--- src/rtl/cvc_pkg.sv ---
// cvc_pkg: shared types and constants of the Cartesian velocity command unit
// no dependencies; used by the top level, its checker and the testbench
package cvc_pkg;

  // sequencer states
  typedef enum logic [2:0] {
    ST_IDLE,
    ST_SQ,
    ST_ROOT,
    ST_PROD,
    ST_DIV,
    ST_SM1,
    ST_SM2,
    ST_FIN
  } state_e;

  // operation codes of an input item
  localparam logic OP_TICK = 1'b0;
  localparam logic OP_GOAL = 1'b1;

  // configuration register indexes
  localparam logic [1:0] CFG_DEADBAND = 2'd0;
  localparam logic [1:0] CFG_DECAY    = 2'd1;
  localparam logic [1:0] CFG_ALPHA    = 2'd2;

  // configuration reset values
  localparam logic [24:0] DEADBAND_RST = 25'd335544;
  localparam logic [15:0] DECAY_RST    = 16'd58982;
  localparam logic [15:0] ALPHA_RST    = 16'd655;

  // serial unit step counts
  localparam int unsigned DIGIT_W    = 4;
  localparam int unsigned MUL_STEPS  = 32 / DIGIT_W;
  localparam int unsigned ROOT_STEPS = 32;
  localparam int unsigned DIV_STEPS  = 34;

  localparam logic [1:0] LAST_AXIS = 2'd2;

endpackage

--- src/rtl/cartesian_velocity_command_unit.sv ---
// Cartesian velocity command unit: velocity toward a stored target, decayed inside the deadband, low-pass filtered
// depends on cvc_pkg; one shared 4-bit-digit multiplier, bit-serial square root and divider
// Sequence of a tick: three squares, a 32-step root, per axis a product and, outside the
// deadband, a 34-step divide, then six smoothing products and the registered result
// One item at a time: the input stalls while a tick is in work; a target item gives no result
// Reset: asynchronous active low; clears target, speed and filter velocity (not vel_*_o), loads default config
module cartesian_velocity_command_unit (
  input  logic        clk_i,
  input  logic        rst_ni,
  input  logic        in_valid_i,
  output logic        in_stall_o,
  input  logic        operation_i,
  input  logic [31:0] pos_x_i,
  input  logic [31:0] pos_y_i,
  input  logic [31:0] pos_z_i,
  input  logic [31:0] goal_x_i,
  input  logic [31:0] goal_y_i,
  input  logic [31:0] goal_z_i,
  input  logic [31:0] goal_speed_i,
  output logic        out_valid_o,
  input  logic        out_stall_i,
  output logic [31:0] vel_x_o,
  output logic [31:0] vel_y_o,
  output logic [31:0] vel_z_o,
  input  logic        cfg_we_i,
  input  logic [1:0]  cfg_idx_i,
  input  logic [24:0] cfg_data_i
);

  cvc_pkg::state_e state_q, state_d;

  logic [24:0] deadband_q;
  logic [15:0] decay_fac_q;
  logic [15:0] alpha_q;

  logic [31:0] goal_q [3];
  logic [31:0] speed_q;
  logic        known_q;
  logic [31:0] prev_q [3];
  logic [31:0] raw_q  [3];
  logic [32:0] d_q    [3];

  logic [63:0] mc_q, acc_q, rad_q;
  logic [31:0] mp_q, root_q;
  logic [33:0] srem_q, dvd_q, quo_q;
  logic [32:0] drem_q;
  logic [48:0] s1_q;
  logic [5:0]  cnt_q;
  logic [1:0]  axis_q;
  logic        hold_q;
  logic        out_valid_q;
  logic [31:0] vel_q [3];

  logic [31:0] pos_a [3];
  logic [32:0] d_new [3];
  logic        tick_acc, goal_acc, last_axis;
  logic        mul_end, root_end, div_end, out_free;

  // input handshake
  assign pos_a[0] = pos_x_i;
  assign pos_a[1] = pos_y_i;
  assign pos_a[2] = pos_z_i;
  assign tick_acc = in_valid_i && !in_stall_o && (operation_i == cvc_pkg::OP_TICK);
  assign goal_acc = in_valid_i && !in_stall_o && (operation_i == cvc_pkg::OP_GOAL);
  assign last_axis = (axis_q == cvc_pkg::LAST_AXIS);
  assign mul_end  = (cnt_q == 6'(cvc_pkg::MUL_STEPS - 1));
  assign root_end = (cnt_q == 6'(cvc_pkg::ROOT_STEPS - 1));
  assign div_end  = (cnt_q == 6'(cvc_pkg::DIV_STEPS - 1));
  assign out_free = !out_valid_q || !out_stall_i;

  // difference vector, with the tick position as target until one is known
  always_comb begin
    for (int k = 0; k < 3; k++) begin
      d_new[k] = known_q ? 33'($signed(goal_q[k])) - 33'($signed(pos_a[k])) : 33'd0;
    end
  end

  // magnitudes at the fixed head places of the rotating lanes
  logic [32:0] dmag0, dmag1, dnmag0;
  logic [31:0] pmag0, pmag1, rmag0, smag;
  assign dmag0  = d_q[0][32] ? 33'(-d_q[0]) : d_q[0];
  assign dmag1  = d_q[1][32] ? 33'(-d_q[1]) : d_q[1];
  assign dnmag0 = d_new[0][32] ? 33'(-d_new[0]) : d_new[0];
  assign pmag0  = prev_q[0][31] ? 32'(-prev_q[0]) : prev_q[0];
  assign pmag1  = prev_q[1][31] ? 32'(-prev_q[1]) : prev_q[1];
  assign rmag0  = raw_q[0][31] ? 32'(-raw_q[0]) : raw_q[0];
  assign smag   = speed_q[31] ? 32'(-speed_q) : speed_q;

  // digit multiplier step
  logic [67:0] pp;
  logic [63:0] acc_nx;
  assign pp     = mc_q * mp_q[cvc_pkg::DIGIT_W-1:0];
  assign acc_nx = acc_q + pp[63:0];

  // square root step
  logic [35:0] srem_t, strial;
  logic        sge;
  logic [31:0] root_nx;
  logic [33:0] srem_nx;
  logic        hold_nx;
  assign srem_t  = {srem_q, rad_q[63:62]};
  assign strial  = {2'b00, root_q, 2'b01};
  assign sge     = (srem_t >= strial);
  assign root_nx = {root_q[30:0], sge};
  assign srem_nx = sge ? 34'(srem_t - strial) : srem_t[33:0];
  assign hold_nx = (root_nx == 32'd0) || ({root_nx, 1'b0} < {8'd0, deadband_q});

  // divide step
  logic [32:0] norm;
  logic [33:0] drem_t;
  logic        dge;
  logic [32:0] drem_nx;
  logic [33:0] quo_nx;
  assign norm    = {root_q, 1'b0};
  assign drem_t  = {drem_q, dvd_q[33]};
  assign dge     = (drem_t >= {1'b0, norm});
  assign drem_nx = dge ? 33'(drem_t - {1'b0, norm}) : drem_t[32:0];
  assign quo_nx  = {quo_q[32:0], dge};

  // raw velocity of the current axis
  logic signed [48:0] dsp;
  logic        q_big, tneg;
  logic [31:0] raw_new;
  always_comb begin
    dsp = prev_q[0][31] ? -$signed({1'b0, acc_nx[47:0]}) : $signed({1'b0, acc_nx[47:0]});
    q_big = |quo_nx[33:31];
    tneg  = speed_q[31] ^ d_q[0][32];
    if (hold_q) begin
      raw_new = 32'(dsp >>> 16);
    end else if (tneg) begin
      raw_new = q_big ? 32'h8000_0000 : 32'(-quo_nx[31:0]);
    end else begin
      raw_new = q_big ? 32'h7FFF_FFFF : quo_nx[31:0];
    end
  end

  // smoothing sum, floor and saturation
  logic signed [48:0] s2;
  logic signed [49:0] smsum, smsh;
  logic [31:0] prev_new;
  always_comb begin
    s2 = raw_q[0][31] ? -$signed({1'b0, acc_nx[47:0]}) : $signed({1'b0, acc_nx[47:0]});
    smsum = 50'($signed(s1_q)) + 50'(s2);
    smsh  = smsum >>> 16;
    if (!smsh[49] && (|smsh[48:31])) begin
      prev_new = 32'h7FFF_FFFF;
    end else if (smsh[49] && !(&smsh[48:31])) begin
      prev_new = 32'h8000_0000;
    end else begin
      prev_new = smsh[31:0];
    end
  end

  // lane rotation points
  logic rot_lane;
  assign rot_lane = ((state_q == cvc_pkg::ST_PROD) && mul_end && hold_q)
                 || ((state_q == cvc_pkg::ST_DIV) && div_end);

  // next state
  always_comb begin
    state_d = state_q;
    unique case (state_q)
      cvc_pkg::ST_IDLE: if (tick_acc) state_d = cvc_pkg::ST_SQ;
      cvc_pkg::ST_SQ:   if (mul_end && last_axis) state_d = cvc_pkg::ST_ROOT;
      cvc_pkg::ST_ROOT: if (root_end) state_d = cvc_pkg::ST_PROD;
      cvc_pkg::ST_PROD: begin
        if (mul_end) begin
          if (!hold_q) state_d = cvc_pkg::ST_DIV;
          else if (last_axis) state_d = cvc_pkg::ST_SM1;
        end
      end
      cvc_pkg::ST_DIV: begin
        if (div_end) state_d = last_axis ? cvc_pkg::ST_SM1 : cvc_pkg::ST_PROD;
      end
      cvc_pkg::ST_SM1:  if (mul_end) state_d = cvc_pkg::ST_SM2;
      cvc_pkg::ST_SM2: begin
        if (mul_end) state_d = last_axis ? cvc_pkg::ST_FIN : cvc_pkg::ST_SM1;
      end
      cvc_pkg::ST_FIN:  if (out_free) state_d = cvc_pkg::ST_IDLE;
      default:          state_d = cvc_pkg::ST_IDLE;
    endcase
  end

  // outputs
  always_comb begin
    in_stall_o  = (state_q != cvc_pkg::ST_IDLE);
    out_valid_o = out_valid_q;
    vel_x_o     = vel_q[0];
    vel_y_o     = vel_q[1];
    vel_z_o     = vel_q[2];
  end

  // control and architectural state
  always_ff @(posedge clk_i or negedge rst_ni) begin
    if (!rst_ni) begin
      state_q     <= cvc_pkg::ST_IDLE;
      deadband_q  <= cvc_pkg::DEADBAND_RST;
      decay_fac_q <= cvc_pkg::DECAY_RST;
      alpha_q     <= cvc_pkg::ALPHA_RST;
      known_q     <= 1'b0;
      speed_q     <= '0;
      out_valid_q <= 1'b0;
      cnt_q       <= '0;
      axis_q      <= '0;
      hold_q      <= 1'b0;
      for (int k = 0; k < 3; k++) begin
        goal_q[k] <= '0;
        prev_q[k] <= '0;
      end
    end else begin
      state_q     <= state_d;
      out_valid_q <= ((state_q == cvc_pkg::ST_FIN) && out_free) || (out_valid_q && out_stall_i);

      // configuration writes
      if (cfg_we_i) begin
        unique case (cfg_idx_i)
          cvc_pkg::CFG_DEADBAND: deadband_q  <= cfg_data_i;
          cvc_pkg::CFG_DECAY:    decay_fac_q <= cfg_data_i[15:0];
          cvc_pkg::CFG_ALPHA:    alpha_q     <= cfg_data_i[15:0];
          default: ;
        endcase
      end

      // target transfer, or first tick taken as target
      if (goal_acc) begin
        goal_q[0] <= goal_x_i;
        goal_q[1] <= goal_y_i;
        goal_q[2] <= goal_z_i;
        speed_q   <= goal_speed_i;
        known_q   <= 1'b1;
      end else if (tick_acc && !known_q) begin
        for (int k = 0; k < 3; k++) goal_q[k] <= pos_a[k];
        known_q <= 1'b1;
      end

      // step counter
      if (state_q == cvc_pkg::ST_IDLE || state_q == cvc_pkg::ST_FIN) begin
        cnt_q <= '0;
      end else if (((state_q == cvc_pkg::ST_SQ || state_q == cvc_pkg::ST_PROD
                   || state_q == cvc_pkg::ST_SM1 || state_q == cvc_pkg::ST_SM2) && mul_end)
                   || (state_q == cvc_pkg::ST_ROOT && root_end)
                   || (state_q == cvc_pkg::ST_DIV && div_end)) begin
        cnt_q <= '0;
      end else begin
        cnt_q <= cnt_q + 6'd1;
      end

      // axis counter
      if (tick_acc) begin
        axis_q <= '0;
      end else if ((state_q == cvc_pkg::ST_SQ && mul_end) || rot_lane
                   || (state_q == cvc_pkg::ST_SM2 && mul_end)) begin
        axis_q <= last_axis ? 2'd0 : 2'(axis_q + 2'd1);
      end

      if (state_q == cvc_pkg::ST_ROOT && root_end) hold_q <= hold_nx;

      // previous velocity lanes rotate with each finished axis
      if (rot_lane) begin
        prev_q[0] <= prev_q[1];
        prev_q[1] <= prev_q[2];
        prev_q[2] <= prev_q[0];
      end else if (state_q == cvc_pkg::ST_SM2 && mul_end) begin
        prev_q[0] <= prev_q[1];
        prev_q[1] <= prev_q[2];
        prev_q[2] <= prev_new;
      end
    end
  end

  // datapath registers
  always_ff @(posedge clk_i) begin
    unique case (state_q)
      cvc_pkg::ST_IDLE: begin
        if (tick_acc) begin
          for (int k = 0; k < 3; k++) d_q[k] <= d_new[k];
          acc_q <= '0;
          mc_q  <= {32'd0, dnmag0[32:1]};
          mp_q  <= dnmag0[32:1];
        end
      end
      cvc_pkg::ST_SQ: begin
        acc_q <= acc_nx;
        if (mul_end) begin
          d_q[0] <= d_q[1];
          d_q[1] <= d_q[2];
          d_q[2] <= d_q[0];
          mc_q   <= {32'd0, dmag1[32:1]};
          mp_q   <= dmag1[32:1];
          rad_q  <= acc_nx;
          srem_q <= '0;
          root_q <= '0;
        end else begin
          mc_q <= mc_q << cvc_pkg::DIGIT_W;
          mp_q <= mp_q >> cvc_pkg::DIGIT_W;
        end
      end
      cvc_pkg::ST_ROOT: begin
        rad_q  <= rad_q << 2;
        srem_q <= srem_nx;
        root_q <= root_nx;
        if (root_end) begin
          acc_q <= '0;
          if (hold_nx) begin
            mc_q <= {32'd0, pmag0};
            mp_q <= {16'd0, decay_fac_q};
          end else begin
            mc_q <= {31'd0, dmag0};
            mp_q <= smag;
          end
        end
      end
      cvc_pkg::ST_PROD: begin
        if (!rot_lane) begin
          acc_q <= acc_nx;
          mc_q  <= mc_q << cvc_pkg::DIGIT_W;
          mp_q  <= mp_q >> cvc_pkg::DIGIT_W;
        end
        if (mul_end) begin
          drem_q <= {3'd0, acc_nx[63:34]};
          dvd_q  <= acc_nx[33:0];
          quo_q  <= '0;
        end
      end
      cvc_pkg::ST_DIV: begin
        drem_q <= drem_nx;
        dvd_q  <= dvd_q << 1;
        quo_q  <= quo_nx;
      end
      cvc_pkg::ST_SM1: begin
        if (mul_end) begin
          s1_q  <= dsp;
          acc_q <= '0;
          mc_q  <= {32'd0, rmag0};
          mp_q  <= {16'd0, alpha_q};
        end else begin
          acc_q <= acc_nx;
          mc_q  <= mc_q << cvc_pkg::DIGIT_W;
          mp_q  <= mp_q >> cvc_pkg::DIGIT_W;
        end
      end
      cvc_pkg::ST_SM2: begin
        if (mul_end) begin
          raw_q[0] <= raw_q[1];
          raw_q[1] <= raw_q[2];
          raw_q[2] <= raw_q[0];
          acc_q    <= '0;
          mc_q     <= {32'd0, pmag1};
          mp_q     <= 32'(17'h1_0000 - {1'b0, alpha_q});
        end else begin
          acc_q <= acc_nx;
          mc_q  <= mc_q << cvc_pkg::DIGIT_W;
          mp_q  <= mp_q >> cvc_pkg::DIGIT_W;
        end
      end
      cvc_pkg::ST_FIN: begin
        if (out_free) begin
          for (int k = 0; k < 3; k++) vel_q[k] <= prev_q[k];
        end
      end
      default: ;
    endcase

    // finished axis: store raw velocity, rotate lanes, load next product
    if (rot_lane) begin
      raw_q[0] <= raw_q[1];
      raw_q[1] <= raw_q[2];
      raw_q[2] <= raw_new;
      d_q[0]   <= d_q[1];
      d_q[1]   <= d_q[2];
      d_q[2]   <= d_q[0];
      acc_q    <= '0;
      if (last_axis) begin
        mc_q <= {32'd0, pmag1};
        mp_q <= 32'(17'h1_0000 - {1'b0, alpha_q});
      end else if (hold_q) begin
        mc_q <= {32'd0, pmag1};
        mp_q <= {16'd0, decay_fac_q};
      end else begin
        mc_q <= {31'd0, dmag1};
        mp_q <= smag;
      end
    end
  end

endmodule

--- config.mk ---
export PLATFORM = sky130hd
export DESIGN_NAME = cartesian_velocity_command_unit
export DESIGN_NICKNAME = d
export VERILOG_FILES = /design/src/rtl/cvc_pkg.sv /design/src/rtl/cartesian_velocity_command_unit.sv
export SDC_FILE = /design/constraint.sdc
export NUM_CORES = 2
export LEC_CHECK = 0
export BUFFER_PORTS_ARGS = -buffer_cell sky130_fd_sc_hd__buf_2
export CAP_MARGIN = 15
export CORE_MARGIN = 3
export CORE_UTILIZATION = 60
export DETAILED_ROUTE_END_ITERATION = 8
export GPL_TIMING_DRIVEN = 0
export PLACE_DENSITY_LB_ADDON = 0.15
export SLEW_MARGIN = 30
export SYNTH_ARGS = -nofsm -noshare
export SYNTH_HDL_FRONTEND = slang
export SYNTH_SLANG_ARGS = --single-unit
--- constraint.sdc ---
create_clock -name clk_i -period 28.2 [get_ports clk_i]
set_input_delay 5.64 -clock clk_i [delete_from_list [all_inputs] [get_ports clk_i]]
set_output_delay 5.64 -clock clk_i [all_outputs]
set_load 0.03 [all_outputs]
-- Word level (Yosys, flattened, before mapping)
Memories as Yosys holds them, arrays and structs flattened.
Cells that the tools add are included.
- bits of input ports: 257
- output and inout port bits: 98
- logic and storage cells: 249
- bits in writable memories: 291
- register bits after elaboration: 734
- memories kept: 3
- bitwise operators: 11
- $mul: 1
- eq/ne operators: 25
- multiplexer cells: 101
- reductions and logical operators: 59
- add/sub/neg operators: 19
- magnitude comparators: 3
- memories (memory ; words ; width ; read ports ; clocked after memory_dff ; wr ports ; RTL line ; RTL):
    d_q ; 3 ; 33 ; 3 ; 0 ; 3 ; cartesian_velocity_command_unit.sv:41 ; logic [32:0] d_q [3];
    raw_q ; 3 ; 32 ; 3 ; 0 ; 3 ; cartesian_velocity_command_unit.sv:40 ; logic [31:0] raw_q [3];
    vel_q ; 3 ; 32 ; 3 ; 0 ; 3 ; cartesian_velocity_command_unit.sv:52 ; logic [31:0] vel_q [3];
- operator list (kind ; count):
    2-to-1 mux 32 bit ; 22
    2-to-1 mux 64 bit ; 10
    2-to-1 mux 33 bit ; 17
    2-to-1 mux 96 bit ; 4
    one-hot mux 64 bit (6 select lines) ; 1
    one-hot mux 64 bit (4 select lines) ; 1
    one-hot mux 32 bit (6 select lines) ; 1
    negator 32 bit ; 5
    one-hot mux 34 bit (2 select lines) ; 2
    one-hot mux 33 bit (2 select lines) ; 2
    one-hot mux 64 bit (2 select lines) ; 1
    2-to-1 mux 34 bit ; 3
    negator 33 bit ; 3
    subtractor 32 x 32 -> 33 bit ; 3
    adder 64 bit ; 1
    multiplier 64 x 4 -> 64 bit ; 1
    one-hot mux 32 bit (2 select lines) ; 1
    adder 49 x 49 -> 50 bit ; 1
    2-to-1 mux 49 bit ; 1
    negator 48 -> 49 bit ; 1
    2-to-1 mux 48 bit ; 1
    greater-or-equal comparator 36 x 34 -> 1 bit ; 1
    greater-or-equal comparator 34 x 33 -> 1 bit ; 1
    subtractor 34 bit ; 1
    other kinds (39) ; 134

-- Longest topological paths before layout
- word-level depth: 12
- depth in mapped cells: 39
- depth with buffers taken out: 33

-- Worst setup path before layout
Ideal clock, no wire load.
- path type: input to register
- from: input out_stall_i
- to: memory vel_q[0][0], enable pin
- required time: 27.616 ns
- setup time: 0.584 ns
- data arrival time: 10.211 ns
- slack: 17.405 ns
- cell stages on the path: 1
- path through: a21oi_1
- RTL lines (what ; RTL line ; RTL):
    start: declaration ; cartesian_velocity_command_unit.sv:21 ; input logic out_stall_i,
    end: declaration ; cartesian_velocity_command_unit.sv:52 ;

-- Worst setup path after layout
- from: register mp_q[1]
- to: register prev_q[13] (netlist name)
- word-level cells in the longest chain between the ends: 12
- elaborated cells on any way between the ends: 15
- RTL lines (what ; RTL line ; RTL):
    start: declaration ; cartesian_velocity_command_unit.sv:44 ; logic [31:0] mp_q, root_q;
    start signal: assignment ; cartesian_velocity_command_unit.sv:279 ; mp_q <= dnmag0[32:1];
    start signal: assignment ; cartesian_velocity_command_unit.sv:289 ; mp_q <= dmag1[32:1];
    start signal: assignment ; cartesian_velocity_command_unit.sv:295 ; mp_q <= mp_q >> cvc_pkg::DIGIT_W;
    multiplier 64 x 4 -> 64 bit (*) ; cartesian_velocity_command_unit.sv:92 ; assign pp = mc_q * mp_q[cvc_pkg::DIGIT_W-1:0];
    adder 64 bit (*) ; cartesian_velocity_command_unit.sv:93 ; assign acc_nx = acc_q + pp[63:0];
    negator 48 -> 49 bit ; cartesian_velocity_command_unit.sv:142 ; s2 = raw_q[0][31] ? -$signed({1'b0, acc_nx[47:0]}) : $signed({1'b0, acc_nx[47:0]});
    2-to-1 mux 49 bit (*) ; cartesian_velocity_command_unit.sv:142 ;
    adder 49 x 49 -> 50 bit (*) ; cartesian_velocity_command_unit.sv:143 ; smsum = 50'($signed(s1_q)) + 50'(s2);
    AND reduction 3 bit ; cartesian_velocity_command_unit.sv:147 ; end else if (smsh[49] && !(&smsh[48:31])) begin
    zero test 1 bit ; cartesian_velocity_command_unit.sv:147 ;
    logical AND 1 bit ; cartesian_velocity_command_unit.sv:147 ;
    2-to-1 mux 32 bit ; cartesian_velocity_command_unit.sv:147 ;
    2-to-1 mux 32 bit (*) ; cartesian_velocity_command_unit.sv:145 ; if (!smsh[49] && (|smsh[48:31])) begin
    2-to-1 mux 96 bit (*) ; cartesian_velocity_command_unit.sv:263 ; end else if (state_q == cvc_pkg::ST_SM2 && mul_end) begin
    2-to-1 mux 96 bit (*) ; cartesian_velocity_command_unit.sv:259 ; if (rot_lane) begin
    end: declaration ; cartesian_velocity_command_unit.sv:39 ; logic [31:0] prev_q [3];
Every way passes the cells marked *; elsewhere a longest branch is shown, timed or not. The select of a mux whose other input is x is not followed.
A chain may end at the register's enable or synchronous reset.

==> reports/results.txt <==
DRC violations left: 0. The die is 352 um tall. The most critical setup path has its endpoint at prev_q[13]. The HPWL after detailed placement was 222 mm; the sum of negative setup slack was 0 ns.

The run finished with clean final reports. The post-CTS setup repair buffer count was 0; the area occupied by multi-input gates was 0.0402 mm2. The run gives 8 as the number of search-and-repair iterations in the first detailed-routing pass. In this run the deepest clock path goes through 3 buffers. Each instance of the synthesized netlist takes up on average 9.23 um2. The setup skew after layout is 0.0504 ns. Highest signal layer in the routed design: met5.

In this run the clock root is driven by a sky130_fd_sc_hd__clkbuf_16. The ratio of cells with drive above 1 in the final layout is 9.99%, and the count of non-filler cells in the finished layout is 9993. Entering global routing, the biggest net connects 92 pins. Summing every instance area after synthesis gives 0.0717 mm2. The run gives 0.79 ns as the clock latency on the worst-skew pair. The share of the core filled with cells is 68.2%. For the pin with the worst max-slew slack, the measured transition is 1.18 ns. The number of distinct library cell variants in the gate-level netlist after synthesis is 101, and the highest fanout seen on the critical path is 10. Wire segments on met2 add up to 125 mm in the final route. For this design, the slowest cell found on the critical path is sky130_fd_sc_hd__nor4b_1. Number of enable-type register cells in the synthesized netlist: 666.

TritonCTS created 113 clock buffers. The cell that appears most often on the critical path is sky130_fd_sc_hd__clkbuf_1. The total area inside the core boundary comes to 0.118 mm2. The post-synthesis net count is 8526, and the die footprint is 0.124 mm2. Via count of the first global-routing pass: 63600.

At the worst endpoint, the arrival time is 13.33 ns. Summing all flip-flop and latch instances after layout gives 0.0287 mm2. The kind of start point of the critical path is a flop. Counting tap cells, the placed design contains a total of 9768 instances. The post-route cell area is 0.0808 mm2, and the number of synthesized register bits is 1025.

Input and output buffers added on the ports amount to 354. The die outline width works out to 352 um. By startpoint and endpoint, the worst setup path is classified as flop to flop. Fraction of the cycle the final worst path needs: 45.0%.

TritonCTS built the clock tree. On the worst path, the slowest cell contributes a delay of 0.79 ns. For this block, the routed nets add up to 284 mm of wire.

Compared with the post-synthesis result, the final layout area differs by 12.6%. For this run, the number of Yosys warnings is 0. Once detail routing completed, the nets flagged for antenna violations numbered 0. 355 I/O pins were placed. Max-cap violations in this run came to 0.

The final route contains 66321 vias. The top flip-flop cell by instance count after synthesis is sky130_fd_sc_hd__edfxtp_1. The total count of hold-check failures in the final report was 0; the initial detailed-routing violation count was 8787. In the final routing, the length of wire on met1 measures 99.7 mm. Worst min-delay path category: flop to flop. The global routing usage summed across all routing layers was 45.1%.

The first global-routing pass estimated 411 mm of wire. The number of cells on the worst reg-to-reg path is 32. Setup violations remaining at the end of the flow were counted as 0.

For this run the aggregate overflow at the end of global routing stands at 0. Total count of max-transition violations in the final report: 0. The level count of the clock H-tree was 3; the final routed wire length divided by cell count was 28.5 um.

The met3 wirelength from detailed routing is 32.9 mm. The tools report the number of placement rows as 126. The hold buffer count at cts was 0; the reg-to-reg setup timing slack was 15.50 ns. The fraction of registers with async set/reset is 28.8%, and the number of sinks on the clock net is 1025. The layout has 9241 filler cells. The congestion estimate from routability-driven global placement came to 1.09. The placed instances occupy a cell area of 0.0766 mm2. The tools report the endpoint of the worst register-to-register path as prev_q[13]. Setup repair after global routing left no endpoint under its margin.

Clock-pin slew was measured on the worst setup and hold paths at 0.06 ns. The logs give 21.4% for the headroom to the max-slew limit and 40.0% for the sequential fraction of the synthesis area. The critical path launch point was mp_q[1]. Synthesis produced a netlist whose cell count is 7770. The initial utilization of the core area, before any placement, comes to 60.6%. The initial antenna violation count came out at 14.

The number of gates given a new drive strength after cts came out at 0. In the final design database the tool counted 9041 nets. The run gives 78.7 MHz as the timing-limited maximum frequency. At the worst endpoint, the required time is 28.82 ns.

Capturing element type of the critical path: a flop. After layout, the minimum clock period comes to 12.70 ns. In the routed layout, each cell is associated on average with a via count of 6.64.

In this run the critical register-to-register path is launched from mp_q[1].
worst min path at each step:
stage                    to          from  cells after the start
6_report       raw_q[0][56]  raw_q[0][88]                      0
2_1_floorplan   raw_q[0][0]  raw_q[0][32]                      0
5_1_grt        raw_q[0][14]  raw_q[0][46]                      0
3_3_place_gp   raw_q[0][16]  raw_q[0][48]                      0
3_5_place_dp   raw_q[0][33]  raw_q[0][65]                      0
4_1_cts        raw_q[0][42]  raw_q[0][74]                      0
registers in the layout (all words and copies together) (netlist names), 16 cells and up:
signal and cells:
acc_q 64, alpha_q 16, d_q 99, deadband_q 25
decay_fac_q 16, drem_q 33, dvd_q 34, goal_q 96
mc_q 64, mp_q 32, prev_q 96, quo_q 33
rad_q 64, raw_q 96, root_q 32, s1_q 49
speed_q 32, srem_q 34, vel_q 96
synth_stat cells, types with 108 or more instances:
library cell                  n  area (um2)
sky130_fd_sc_hd__nand2_1   1247        4680
sky130_fd_sc_hd__clkbuf_1   342        1280
sky130_fd_sc_hd__nor2_1     466        1750
sky130_fd_sc_hd__edfxtp_1   666       20000
sky130_fd_sc_hd__a21oi_1    441        2210
sky130_fd_sc_hd__mux2i_1    164        1640
sky130_fd_sc_hd__dfrtp_1    270        6760
sky130_fd_sc_hd__nor3_1     108         541
sky130_fd_sc_hd__inv_1      423        1590
sky130_fd_sc_hd__xor2_1     210        1840
sky130_fd_sc_hd__a21o_1     152        1140
sky130_fd_sc_hd__o21ai_0    630        3150
sky130_fd_sc_hd__fa_1       186        3720
sky130_fd_sc_hd__xnor2_1    302        2650
sky130_fd_sc_hd__ha_1       313        3920
sky130_fd_sc_hd__and2_1     237        1480
worst max-delay path, delay by kind of cell (launching register included):
family / cells / cell delay [ns]
buffers and inverters: 6 / 2.42
XOR/XNOR: 2 / 0.56
adder cells (fa/ha/maj): 5 / 2.19
AND/OR/NAND/NOR: 6 / 2.51
flip-flops: 1 / 0.32
AO/OA/AOI/OAI: 13 / 4.55
stage by stage:
stage / setup slack [ns] / hold WS (ns)
after floorplan: 17.41 / 0.400
after global placement: 14.64 / 0.401
after detailed placement: 16.06 / 0.405
after CTS: 15.97 / 0.410
after global routing: 15.14 / 0.422
final: 15.50 / 0.414
final cells by class:
cell class | count | share of cell area (%)
antenna | 8 | 0.0248
buffer | 391 | 1.87
clock buffer | 144 | 3.95
clock inverter | 71 | 1.09
inverter | 426 | 1.98
multi-input combinational | 5928 | 49.8
sequential | 1025 | 35.5
tap | 1600 | 2.48
timing repair buffer | 400 | 3.23
metal layers:
metal	global-route usage [%]	vias up
met5	0.392	-
met4	33.7	8
met3	12.2	1183
met2	69.9	4390
met1	53.9	31908
li1	-	28832
placed cells by master (no fill, tap or decap), types with 69 or more instances in the layout:
master,instances
sky130_fd_sc_hd__fa_1,186
sky130_fd_sc_hd__dfrtp_1,270
sky130_fd_sc_hd__and2_1,237
sky130_fd_sc_hd__or3_1,79
sky130_fd_sc_hd__ha_1,313
sky130_fd_sc_hd__edfxtp_1,666
sky130_fd_sc_hd__xnor2_1,291
sky130_fd_sc_hd__buf_2,368
sky130_fd_sc_hd__o21ai_0,627
sky130_fd_sc_hd__a21o_1,152
sky130_fd_sc_hd__o31ai_1,84
sky130_fd_sc_hd__nor2_1,464
sky130_fd_sc_hd__inv_1,422
sky130_fd_sc_hd__clkbuf_1,342
sky130_fd_sc_hd__nor3_1,105
sky130_fd_sc_hd__nand3_1,93
sky130_fd_sc_hd__nand2b_1,69
sky130_fd_sc_hd__clkbuf_16,119
sky130_fd_sc_hd__mux2_2,85
sky130_fd_sc_hd__mux2i_1,164
sky130_fd_sc_hd__and3_1,69
sky130_fd_sc_hd__nand2_1,1246
sky130_fd_sc_hd__a21oi_1,439
sky130_fd_sc_hd__xor2_1,207
cell families after synthesis:
kind of cell               Yosys count  share of synthesized area (%)
xor gates and xnor gates           512                           6.25
adders and majority gates          499                           10.7
muxes                              250                           3.65
AOI/OAI and AO/OA                 1994                           17.7
and+or+nand+nor                   2673                           17.4
DFF                               1025                           40.0
buffers and inverters              817                           4.31
Power is left out: the tool's default activity adds up to more than one toggle a clock period on the data nets, which glitch-free logic cannot reach.
